--- config.mk ---
export PLATFORM = sky130hd
export DESIGN_NAME = range_innovation_gate
export DESIGN_NICKNAME = d
export VERILOG_FILES = /design/src/rig_pkg.sv /design/src/rig_cfg.sv /design/src/rig_decide.sv /design/src/range_innovation_gate.sv
export SDC_FILE = /design/constraint.sdc
export NUM_CORES = 2
export LEC_CHECK = 0
export BUFFER_PORTS_ARGS = -buffer_cell sky130_fd_sc_hd__buf_2
export CORE_ASPECT_RATIO = 0.7
export CORE_UTILIZATION = 45
export DETAILED_ROUTE_END_ITERATION = 10
export GPL_ROUTABILITY_DRIVEN = 0
export GPL_TIMING_DRIVEN = 0
export SETUP_SLACK_MARGIN = 0.2
export SYNTH_ARGS = -nofsm -noshare
export SYNTH_HDL_FRONTEND = slang
export SYNTH_SLANG_ARGS = --single-unit
export TNS_END_PERCENT = 100
--- constraint.sdc ---
create_clock -name clk -period 13.8 [get_ports clk]
set_input_delay 0.69 -clock clk [delete_from_list [all_inputs] [get_ports clk]]
set_output_delay 0.69 -clock clk [all_outputs]
set_load 0.1 [all_outputs]
--- src/rig_pkg.sv ---
// Shared types and constants for the range innovation gate.
`default_nettype none
package rig_pkg;

	// Fixed field widths
	localparam int unsigned DIST_W  = 16;
	localparam int unsigned TIME_W  = 32;
	localparam int unsigned NOISE_W = 16;
	localparam int unsigned UNOISE_W = 21;
	localparam int unsigned COUNT_W = 16;

	// APB register map
	localparam int unsigned ADDR_W = 5;
	localparam int unsigned DATA_W = 32;
	localparam logic [2:0] REG_GATE_MM        = 3'd0;
	localparam logic [2:0] REG_RATE_MM_PER_S  = 3'd1;
	localparam logic [2:0] REG_HOLD_FARTHER   = 3'd2;
	localparam logic [2:0] REG_HOLD_CLOSER    = 3'd3;
	localparam logic [2:0] REG_STABLE_MM      = 3'd4;
	localparam logic [2:0] REG_PIN_SCALE      = 3'd5;
	localparam logic [2:0] REG_FLOW_SKIP_EN   = 3'd6;

	// Register reset values
	localparam logic [9:0]  RST_GATE_MM       = 10'd100;
	localparam logic [13:0] RST_RATE_MM_PER_S = 14'd300;
	localparam logic [15:0] RST_HOLD_FARTHER  = 16'd40;
	localparam logic [15:0] RST_HOLD_CLOSER   = 16'd200;
	localparam logic [9:0]  RST_STABLE_MM     = 10'd50;
	localparam logic [7:0]  RST_PIN_SCALE     = 8'd16;
	localparam logic        RST_FLOW_SKIP_EN  = 1'b1;

	// Arithmetic constants
	localparam logic [DIST_W-1:0]   MIN_RANGE_MM = 16'd20;
	localparam logic [9:0]          UM_PER_MM    = 10'd1000;
	localparam logic [UNOISE_W-1:0] NOISE_MAX    = 21'h1FFFFF;

	typedef enum logic [2:0] {
		ACT_NONE   = 3'd0,
		ACT_GROUND = 3'd1,
		ACT_ACCEPT = 3'd2,
		ACT_PIN    = 3'd3,
		ACT_COAST  = 3'd4
	} action_t;

	typedef struct packed {
		logic [DIST_W-1:0]  distance_mm;
		logic [TIME_W-1:0]  time_ms;
		logic [NOISE_W-1:0] noise_mm;
		logic               flying;
		logic               tilt_ok;
	} meas_t;

	typedef struct packed {
		action_t             action;
		logic [DIST_W-1:0]   reference_mm;
		logic [UNOISE_W-1:0] update_noise;
		logic [COUNT_W-1:0]  reject_run;
		logic                flow_skip;
	} res_t;

	typedef struct packed {
		logic [9:0]  gate_mm;
		logic [13:0] rate_mm_per_s;
		logic [15:0] hold_farther;
		logic [15:0] hold_closer;
		logic [9:0]  stable_mm;
		logic [7:0]  pin_scale_eighths;
		logic        flow_skip_enable;
	} cfg_t;

	typedef struct packed {
		logic               ref_valid;
		logic [DIST_W-1:0]  ref_distance;
		logic [TIME_W-1:0]  ref_time;
		logic [DIST_W-1:0]  prev_distance;
		logic [COUNT_W-1:0] reject_count;
		logic               gated_flag;
	} gate_state_t;

endpackage
`default_nettype wire

--- src/rig_cfg.sv ---
// APB configuration register file for the range innovation gate.
`default_nettype none
module rig_cfg import rig_pkg::*; (
	input  wire logic              clk,
	input  wire logic              arst_n,
	input  wire logic              psel,
	input  wire logic              penable,
	input  wire logic              pwrite,
	input  wire logic [ADDR_W-1:0] paddr,
	input  wire logic [DATA_W-1:0] pwdata,
	output logic      [DATA_W-1:0] prdata,
	output logic                   pready,
	output cfg_t                   cfg
);

	logic       wr_en;
	logic [2:0] reg_idx;
	cfg_t       cfg_q;

	assign pready  = 1'b1;
	assign wr_en   = psel & penable & pwrite;
	assign reg_idx = paddr[4:2];
	assign cfg     = cfg_q;

	// Register writes, truncated to each register's width
	always_ff @(posedge clk or negedge arst_n) begin
		if (!arst_n) begin
			cfg_q.gate_mm           <= RST_GATE_MM;
			cfg_q.rate_mm_per_s     <= RST_RATE_MM_PER_S;
			cfg_q.hold_farther      <= RST_HOLD_FARTHER;
			cfg_q.hold_closer       <= RST_HOLD_CLOSER;
			cfg_q.stable_mm         <= RST_STABLE_MM;
			cfg_q.pin_scale_eighths <= RST_PIN_SCALE;
			cfg_q.flow_skip_enable  <= RST_FLOW_SKIP_EN;
		end else if (wr_en) begin
			case (reg_idx)
				REG_GATE_MM:       cfg_q.gate_mm           <= pwdata[9:0];
				REG_RATE_MM_PER_S: cfg_q.rate_mm_per_s     <= pwdata[13:0];
				REG_HOLD_FARTHER:  cfg_q.hold_farther      <= pwdata[15:0];
				REG_HOLD_CLOSER:   cfg_q.hold_closer       <= pwdata[15:0];
				REG_STABLE_MM:     cfg_q.stable_mm         <= pwdata[9:0];
				REG_PIN_SCALE:     cfg_q.pin_scale_eighths <= pwdata[7:0];
				REG_FLOW_SKIP_EN:  cfg_q.flow_skip_enable  <= pwdata[0];
				default: ;
			endcase
		end
	end

	// Read mux
	always_comb begin
		case (reg_idx)
			REG_GATE_MM:       prdata = DATA_W'(cfg_q.gate_mm);
			REG_RATE_MM_PER_S: prdata = DATA_W'(cfg_q.rate_mm_per_s);
			REG_HOLD_FARTHER:  prdata = DATA_W'(cfg_q.hold_farther);
			REG_HOLD_CLOSER:   prdata = DATA_W'(cfg_q.hold_closer);
			REG_STABLE_MM:     prdata = DATA_W'(cfg_q.stable_mm);
			REG_PIN_SCALE:     prdata = DATA_W'(cfg_q.pin_scale_eighths);
			REG_FLOW_SKIP_EN:  prdata = DATA_W'(cfg_q.flow_skip_enable);
			default:           prdata = '0;
		endcase
	end

endmodule
`default_nettype wire

--- src/rig_decide.sv ---
// Single-pass gate decision: result and next tracker state for one reading.
`default_nettype none
module rig_decide import rig_pkg::*; (
	input  meas_t       meas,
	input  cfg_t        cfg,
	input  gate_state_t st,
	output res_t        res,
	output gate_state_t st_next
);

	logic               gate_go;
	logic [DIST_W-1:0]  d;
	logic [DIST_W-1:0]  ref_d, prev_d;
	logic [TIME_W-1:0]  ref_t, dt;
	logic [19:0]        gate_um;
	logic [45:0]        rate_um;
	logic [46:0]        allowed_um;
	logic [DIST_W-1:0]  ref_diff, prev_diff;
	logic [25:0]        diff_um;
	logic               far, stable, reject;
	logic [COUNT_W-1:0] hold;
	logic [23:0]        pinned;
	logic [UNOISE_W-1:0] pin_noise;

	assign d       = meas.distance_mm;
	assign gate_go = meas.tilt_ok & meas.flying & (d >= MIN_RANGE_MM);

	// First reading seeds the reference and the previous sample
	assign ref_d  = st.ref_valid ? st.ref_distance  : d;
	assign ref_t  = st.ref_valid ? st.ref_time      : meas.time_ms;
	assign prev_d = st.ref_valid ? st.prev_distance : d;

	// Allowance in micrometres: gate*1000 + rate * elapsed ms
	assign dt         = meas.time_ms - ref_t;
	assign gate_um    = 20'(cfg.gate_mm) * 20'(UM_PER_MM);
	assign rate_um    = 46'(cfg.rate_mm_per_s) * 46'(dt);
	assign allowed_um = 47'(gate_um) + 47'(rate_um);

	assign ref_diff  = (d > ref_d) ? d - ref_d : ref_d - d;
	assign prev_diff = (d > prev_d) ? d - prev_d : prev_d - d;
	assign diff_um   = 26'(ref_diff) * 26'(UM_PER_MM);

	assign far    = 47'(diff_um) > allowed_um;
	assign stable = prev_diff < DIST_W'(cfg.stable_mm);
	assign hold   = (d < ref_d) ? cfg.hold_closer : cfg.hold_farther;
	assign reject = (cfg.gate_mm != '0) & (far | ~stable) & (st.reject_count < hold);

	// Pinned noise, saturated
	assign pinned    = 24'(meas.noise_mm) * 24'(cfg.pin_scale_eighths);
	assign pin_noise = (pinned > 24'(NOISE_MAX)) ? NOISE_MAX : pinned[UNOISE_W-1:0];

	// Next state
	always_comb begin
		st_next = st;
		if (gate_go) begin
			st_next.ref_valid     = 1'b1;
			st_next.prev_distance = d;
			if (reject) begin
				st_next.ref_distance = ref_d;
				st_next.ref_time     = ref_t;
				st_next.reject_count = st.reject_count + COUNT_W'(1);
				st_next.gated_flag   = 1'b1;
			end else begin
				st_next.ref_distance = d;
				st_next.ref_time     = meas.time_ms;
				st_next.reject_count = '0;
				st_next.gated_flag   = 1'b0;
			end
		end
	end

	// Result
	always_comb begin
		res.action       = ACT_NONE;
		res.update_noise = '0;
		if (!meas.tilt_ok) begin
			res.action = ACT_NONE;
		end else if (!meas.flying) begin
			res.action = ACT_GROUND;
		end else if (gate_go) begin
			if (reject) begin
				if (cfg.pin_scale_eighths != '0) begin
					res.action       = ACT_PIN;
					res.update_noise = pin_noise;
				end else begin
					res.action = ACT_COAST;
				end
			end else begin
				res.action       = ACT_ACCEPT;
				res.update_noise = UNOISE_W'({meas.noise_mm, 3'b000});
			end
		end
		res.reference_mm = st_next.ref_distance;
		res.reject_run   = st_next.reject_count;
		res.flow_skip    = cfg.flow_skip_enable & st_next.gated_flag;
	end

endmodule
`default_nettype wire

--- src/range_innovation_gate.sv ---
// Range innovation gate: pipeline registers, tracker state and APB configuration.
// A reading in the input register moves to the output register when that is free or drained;
// one reading per cycle unless output stalls; tracker state updates in the same cycle that a
// reading leaves the input register, through one 14x32 multiply, add and compare.
// Reset (arst_n low, asynchronous): pipeline empty, tracker state zero, registers to defaults.
`default_nettype none
module range_innovation_gate import rig_pkg::*; (
	input  wire logic              clk,
	input  wire logic              arst_n,
	input  wire logic              meas_valid,
	output logic                   meas_ready,
	input  meas_t                  meas,
	output logic                   res_valid,
	input  wire logic              res_ready,
	output res_t                   res,
	input  wire logic              psel,
	input  wire logic              penable,
	input  wire logic              pwrite,
	input  wire logic [ADDR_W-1:0] paddr,
	input  wire logic [DATA_W-1:0] pwdata,
	output logic      [DATA_W-1:0] prdata,
	output logic                   pready
);

	cfg_t        cfg;
	meas_t       meas_s1;
	logic        valid_s1;
	res_t        res_s2;
	logic        valid_s2;
	gate_state_t st_q, st_next;
	res_t        res_comb;
	logic        adv_s1, take;

	rig_cfg u_cfg (
		.clk     (clk),
		.arst_n  (arst_n),
		.psel    (psel),
		.penable (penable),
		.pwrite  (pwrite),
		.paddr   (paddr),
		.pwdata  (pwdata),
		.prdata  (prdata),
		.pready  (pready),
		.cfg     (cfg)
	);

	rig_decide u_decide (
		.meas    (meas_s1),
		.cfg     (cfg),
		.st      (st_q),
		.res     (res_comb),
		.st_next (st_next)
	);

	// Handshake: s1 moves when the result register is free or being drained
	assign adv_s1     = valid_s1 & (~valid_s2 | res_ready);
	assign meas_ready = ~valid_s1 | adv_s1;
	assign take       = meas_valid & meas_ready;
	assign res_valid  = valid_s2;
	assign res        = res_s2;

	// Valid bits
	always_ff @(posedge clk or negedge arst_n) begin
		if (!arst_n) begin
			valid_s1 <= 1'b0;
			valid_s2 <= 1'b0;
		end else begin
			if (meas_ready) valid_s1 <= take;
			if (~valid_s2 | res_ready) valid_s2 <= valid_s1;
		end
	end

	// Payload registers
	always_ff @(posedge clk) begin
		if (take) meas_s1 <= meas;
		if (adv_s1) res_s2 <= res_comb;
	end

	// Tracker state advances once per reading
	always_ff @(posedge clk or negedge arst_n) begin
		if (!arst_n) begin
			st_q <= '0;
		end else if (adv_s1) begin
			st_q <= st_next;
		end
	end

endmodule
`default_nettype wire

### After elaboration in Yosys (flattened, before gate mapping)

Index checks and enable logic that the tools add are counted.

| storage, ports and cells | value |
|---|---|
| logic and storage cells | 99 |
| output and inout bits | 92 |
| flip-flop bits (word level) | 282 |
| input port bits | 110 |

| operators by class | value |
|---|---|
| bitwise logic cells | 15 |
| add/subtract/negate cells | 7 |
| $lt $le $gt $ge | 8 |
| equality and inequality tests | 6 |
| multiply operators | 4 |
| muxes and demuxes | 17 |
| reductions and logical operators | 14 |

Operators by type and width:

| cell | count |
|---|---|
| $pmux W16 S7 | 1 |
| $mux W81 | 1 |
| $mux W16 | 5 |
| $sub A16 B16 Y16 | 4 |
| $mux W48 | 1 |
| $add A20 B46 Y47 | 1 |
| $gt A26 B47 Y1 | 1 |
| $mul A14 B32 Y46 | 1 |
| $mux W19 | 2 |
| $gt A16 B16 Y1 | 2 |
| $lt A16 B16 Y1 | 2 |
| $mux W32 | 1 |
| $sub A32 B32 Y32 | 1 |
| $gt A24 B21 Y1 const B | 1 |
| $mul A16 B8 Y24 | 1 |
| $mul A16 B7 Y23 const B | 1 |
| $mux W21 | 1 |
| $mul A10 B7 Y17 const B | 1 |
| $mux W17 | 1 |
| $add A16 B1 Y16 const B | 1 |
| $ge A16 B5 Y1 const B | 1 |
| $lt A16 B10 Y1 | 1 |
| $reduce_and A2 Y1 | 8 |
| $reduce_bool A10 Y1 | 1 |
| other kinds (14) | 30 |

### Logic depth before layout (Yosys ltp)

| depth | value |
|---|---|
| word-level depth | 11 |
| mapped depth | 55 |
| gate-level depth less buffers | 51 |

### Hierarchy

A second synthesis with hierarchy kept.

| second synthesis, totals | value |
|---|---|
| cells, all modules | 4,410 |
| area total of the unflattened synthesis | 42,320.6 sq um |

By module, submodules not included:

| module | cells an instance | area each (sq um) | seq. area each (sq um) | instances |
|---|---|---|---|---|
| rig_decide | 3,820 | 31,351.3 | 0.0 | 1 |
| range_innovation_gate | 305 | 7,193.1 | 5,795.6 | 1 |
| rig_cfg | 285 | 3,776.1 | 1,898.1 | 1 |

### Least setup slack after synthesis

Ideal clock, no wire load.

| timing | value |
|---|---|
| path kind | register to register |
| from | register u_cfg.cfg_q (netlist bit u_cfg.cfg[67]) |
| to | register res_s2 (netlist bit res[43]), data pin |
| arrival | 11.683 ns |
| clock period less this slack | 11.945 ns |
| cell stages (with the launch flop) | 51 |
| setup time | 0.262 ns |
| data required time | 13.538 ns |
| path slack | 1.855 ns |
| buffers on the path | 3 |
| path through | dfstp_2 inv_1 fa_1 fa_1 fa_1 fa_1 inv_1 ha_1 a21oi_1 o21ai_0 a21oi_1 o21ai_0 a21oi_1 o21ai_0 a21o_1 a21oi_1 xnor2_1 fa_1 [15 not listed] nand3_1 nand2_1 xor2_1 ha_1 a21o_1 a21o_1 nor2_1 a31oi_1 o221ai_1 a2111oi_0 nand4_1 nand4b_1 nor4_2 a21oi_4 o21a_1 buf_2 buf_6 mux2_1 |

RTL lines:

| element | RTL line | RTL |
|---|---|---|
| start: declaration | rig_cfg.sv:18 | `cfg_t cfg_q;` |
| end signal: assignment | range_innovation_gate.sv:76 | `if (adv_s1) res_s2 <= res_comb;` |
| end: declaration | range_innovation_gate.sv:28 | `res_t res_s2;` |

==> results by group <==
Yosys
  – Post-synthesis cell area: 40,900 um^2
  – Number of enable-type register cells in the synthesized netlist: 123
  – Most common flop cell mapped by yosys: sky130_fd_sc_hd__dfrtp_1
  – Portion of synthesized cell area occupied by the leading cell type: 0.269
  – Syn. warnings: 0
  – Gate count of the mapped netlist: 4,350
  – Number of distinct library cell variants in the gate-level netlist after synthesis: 89
  – Fraction of registers with async set/reset: 0.564
  – Synth Area per Inst: 9.40 um^2
  – Biggest area contributors in the synthesized netlist: sky130_fd_sc_hd__fa_1 (27%), sky130_fd_sc_hd__ha_1 (13%), sky130_fd_sc_hd__edfxtp_1 (9.0%)
  – Flip-flop and latch count after synthesis: 282
  – Sequential cell area fraction in the yosys report: 0.188
  – Cell type contributing the most total cell area after synthesis: sky130_fd_sc_hd__fa_1

Final layout
  – Final net count: 5,654
  – Layout-stage area growth over the synthesis result: 9.89%
  – Fraction of layout cells with a size suffix above 1: 0.107

Hold path
  – Hold WC Path Type: in -> reg

CTS
  – TritonCTS clock tree: done
  – CTS Root Cell: sky130_fd_sc_hd__clkbuf_16
  – Number of clock sinks seen by CTS: 282
  – Largest buffer count on any clock path: 3
  – Inserted Clock Buffers: 29
  – Clock Latency Late Sink: 620 ps
  – Worst-path clk slew: 70 ps
  – Number of H-tree levels: 1

Placed design
  – HPWL Detailed: 99,300 um
  – Post-Place Setup Slack: -2120 ps
  – Port buffer count: 164

GRT
  – Total global routing track utilization: 0.262
  – Wire length of the first global-routing pass: 185,000 um
  – Vias in the first global route: 30,766
  – Pin count of the biggest net entering global routing: 112
  – Initial antenna violation count: 6
  – Overall overflow remaining after global route: 0

Job
  – Total of max-cap violations: 0

Setup path
  – Largest stage delay, worst path: 610 ps
  – Classification of the worst setup path: reg -> reg
  – Buf/Inv on CP: 11
  – Delay-heaviest family, CP: adder cells
  – Critical path endpoint category: flop
  – Worst-path fanout max: 10
  – Critical path startpoint category: flop
  – Data arrival time of the critical path: 13,470 ps
  – CP max-delay cell: sky130_fd_sc_hd__fa_2
  – Critical path required time: 14,110 ps

Timing
  – Actual slew at the worst max-slew pin: 1150 ps
  – Final-report setup violation count: 0
  – Ratio of final minimum period to clock period: 0.953
  – Count of final hold-check violations: 0
  – Clock skew: 30.7 ps
  – Slew Viols, Final: 0
  – Final Worst Setup Slack: 642 ps
  – Max Clock Freq: 76.0 MHz
  – Minimum clock period: 13,160 ps
  – Tightest slew margin relative to the limit: 0.227
  – Unrepaired setup endpoints after global routing: false

Floorplanning
  – Top-level I/O count: 202
  – Initial cell density of the core: 0.454
  – Horizontal die dimension: 362 um
  – Core outline area: 90,000 um^2
  – Floorplan die height: 254 um
  – Area enclosed by the die boundary: 92,100 um^2
  – # rows: 92

Detailed routing
  – Wire length per cell: 20.6 um
  – Number of nets with antenna violations after detailed routing: 0
  – Detail-routed via count per cell: 5.39
  – Final WL: 120,000 um
  – DRC marker count from the first detailed-route iteration: 2,717
  – Total vias in the final route: 31,403
  – Router iterations before antenna repair: 5
  – Remaining DRCs: 0

Status
  – Status: finished, final reports clean
## synth_stat cells (69+ instances only)
master,instances
sky130_fd_sc_hd__xnor2_1,88
sky130_fd_sc_hd__nand2_1,490
sky130_fd_sc_hd__edfxtp_1,123
sky130_fd_sc_hd__a21o_1,69
sky130_fd_sc_hd__and2_1,206
sky130_fd_sc_hd__ha_1,409
sky130_fd_sc_hd__inv_1,706
sky130_fd_sc_hd__clkbuf_1,171
sky130_fd_sc_hd__dfrtp_1,142
sky130_fd_sc_hd__fa_1,549
sky130_fd_sc_hd__nor2_1,164
sky130_fd_sc_hd__o21ai_0,183
sky130_fd_sc_hd__mux2_2,89
sky130_fd_sc_hd__a21oi_1,192
## registers in the layout, indices dropped and copies added (netlist names)
register,flops
st_q,82
u_cfg.cfg,75
meas_s1,66
res,57
res_valid,1
valid_s1,1
## cell type report
class                   instances  area, um^2
fillers                      8513       45100
multi-input cells            3169       30000
flip-flops and latches        282        7700
inverters                     706        2660
well taps                    1222        1530
repair buffers                190        1070
plain buffers                 208         980
clock buffers                  40         828
clock inverters                13         153
diodes                          1        2.50
## logic make-up after synthesis
logic type | count (synthesis) | share of synthesized area
and+or+nand+nor | 1149 | 0.134
muxes | 213 | 0.0598
adders and majority gates | 958 | 0.394
AOI/OAI and AO/OA | 695 | 0.108
buffers and inverters | 914 | 0.0865
other | 2 | 0.000184
xor gates and xnor gates | 137 | 0.0293
DFF | 282 | 0.188
## per-stage QoR
step | utilization | hold slack [ps] | TNS, ps | std cells | instance area [um^2]
after global routing | 0.499 | 213 | 0 | 5830 | 44900
after global placement | 0.481 | 453 | -239540 | 5751 | 43300
after detailed placement | 0.482 | 461 | -213700 | 5754 | 43400
after floorplan | - | 394 | 0 | 4365 | 41000
final | 0.499 | 243 | 0 | 5831 | 45000
after CTS | 0.495 | 214 | 0 | 5811 | 44600
## layer usage
layer / part of all wire / track usage / vias to the layer above
met1: 0.49 / 0.408 / 15480
met4: 0.013 / 0.0366 / 6
met5: 0.00028 / 0 / -
met2: 0.38 / 0.348 / 1184
met3: 0.12 / 0.0919 / 97
li1: - / - / 14636
## layout by cell type, fill, tap and decap left out, drive strengths merged, types with 14 or more instances in the layout
master,count
nand4,26
buf,226
fa,549
nor2,164
dfstp,17
a31oi,15
ha,409
nand2,492
o21bai,24
mux2i,68
nor2b,47
and2,206
a21oi,194
clkbuf,211
xor2,49
a21o,69
dfrtp,142
inv,707
o21a,32
conb,17
a211oi,28
edfxtp,123
and3,31
xnor2,88
nand2b,33
nand3,66
nor3,39
o21ai,189
a22o,14
mux2,140
## timing repair
action                                 4_1_cts  5_1_grt
hold buffers                                 1        0
setup buffers                                3       19
setup endpoints to repair                  122      122
gates resized for setup                     35       99
endpoints found under the hold margin       17        0
pin swaps                                    3       18
## final timing paths
path	slack, ps	depth (start not counted)	end	start
max	640	52	res[2]	u_cfg.cfg[66]
min	240	1	meas_s1[51]	meas[51]
max reg2reg	640	52	res[2]	u_cfg.cfg[66]
min reg2reg	480	1	st_q[0]	st_q[0]
max in group asynchronous	12200	3	st_q[51]	arst_n
min in group asynchronous	570	2	st_q[77]	arst_n
Power is not shown: default switching activity piles up to over one toggle a cycle in this logic, so the estimate is an artifact.
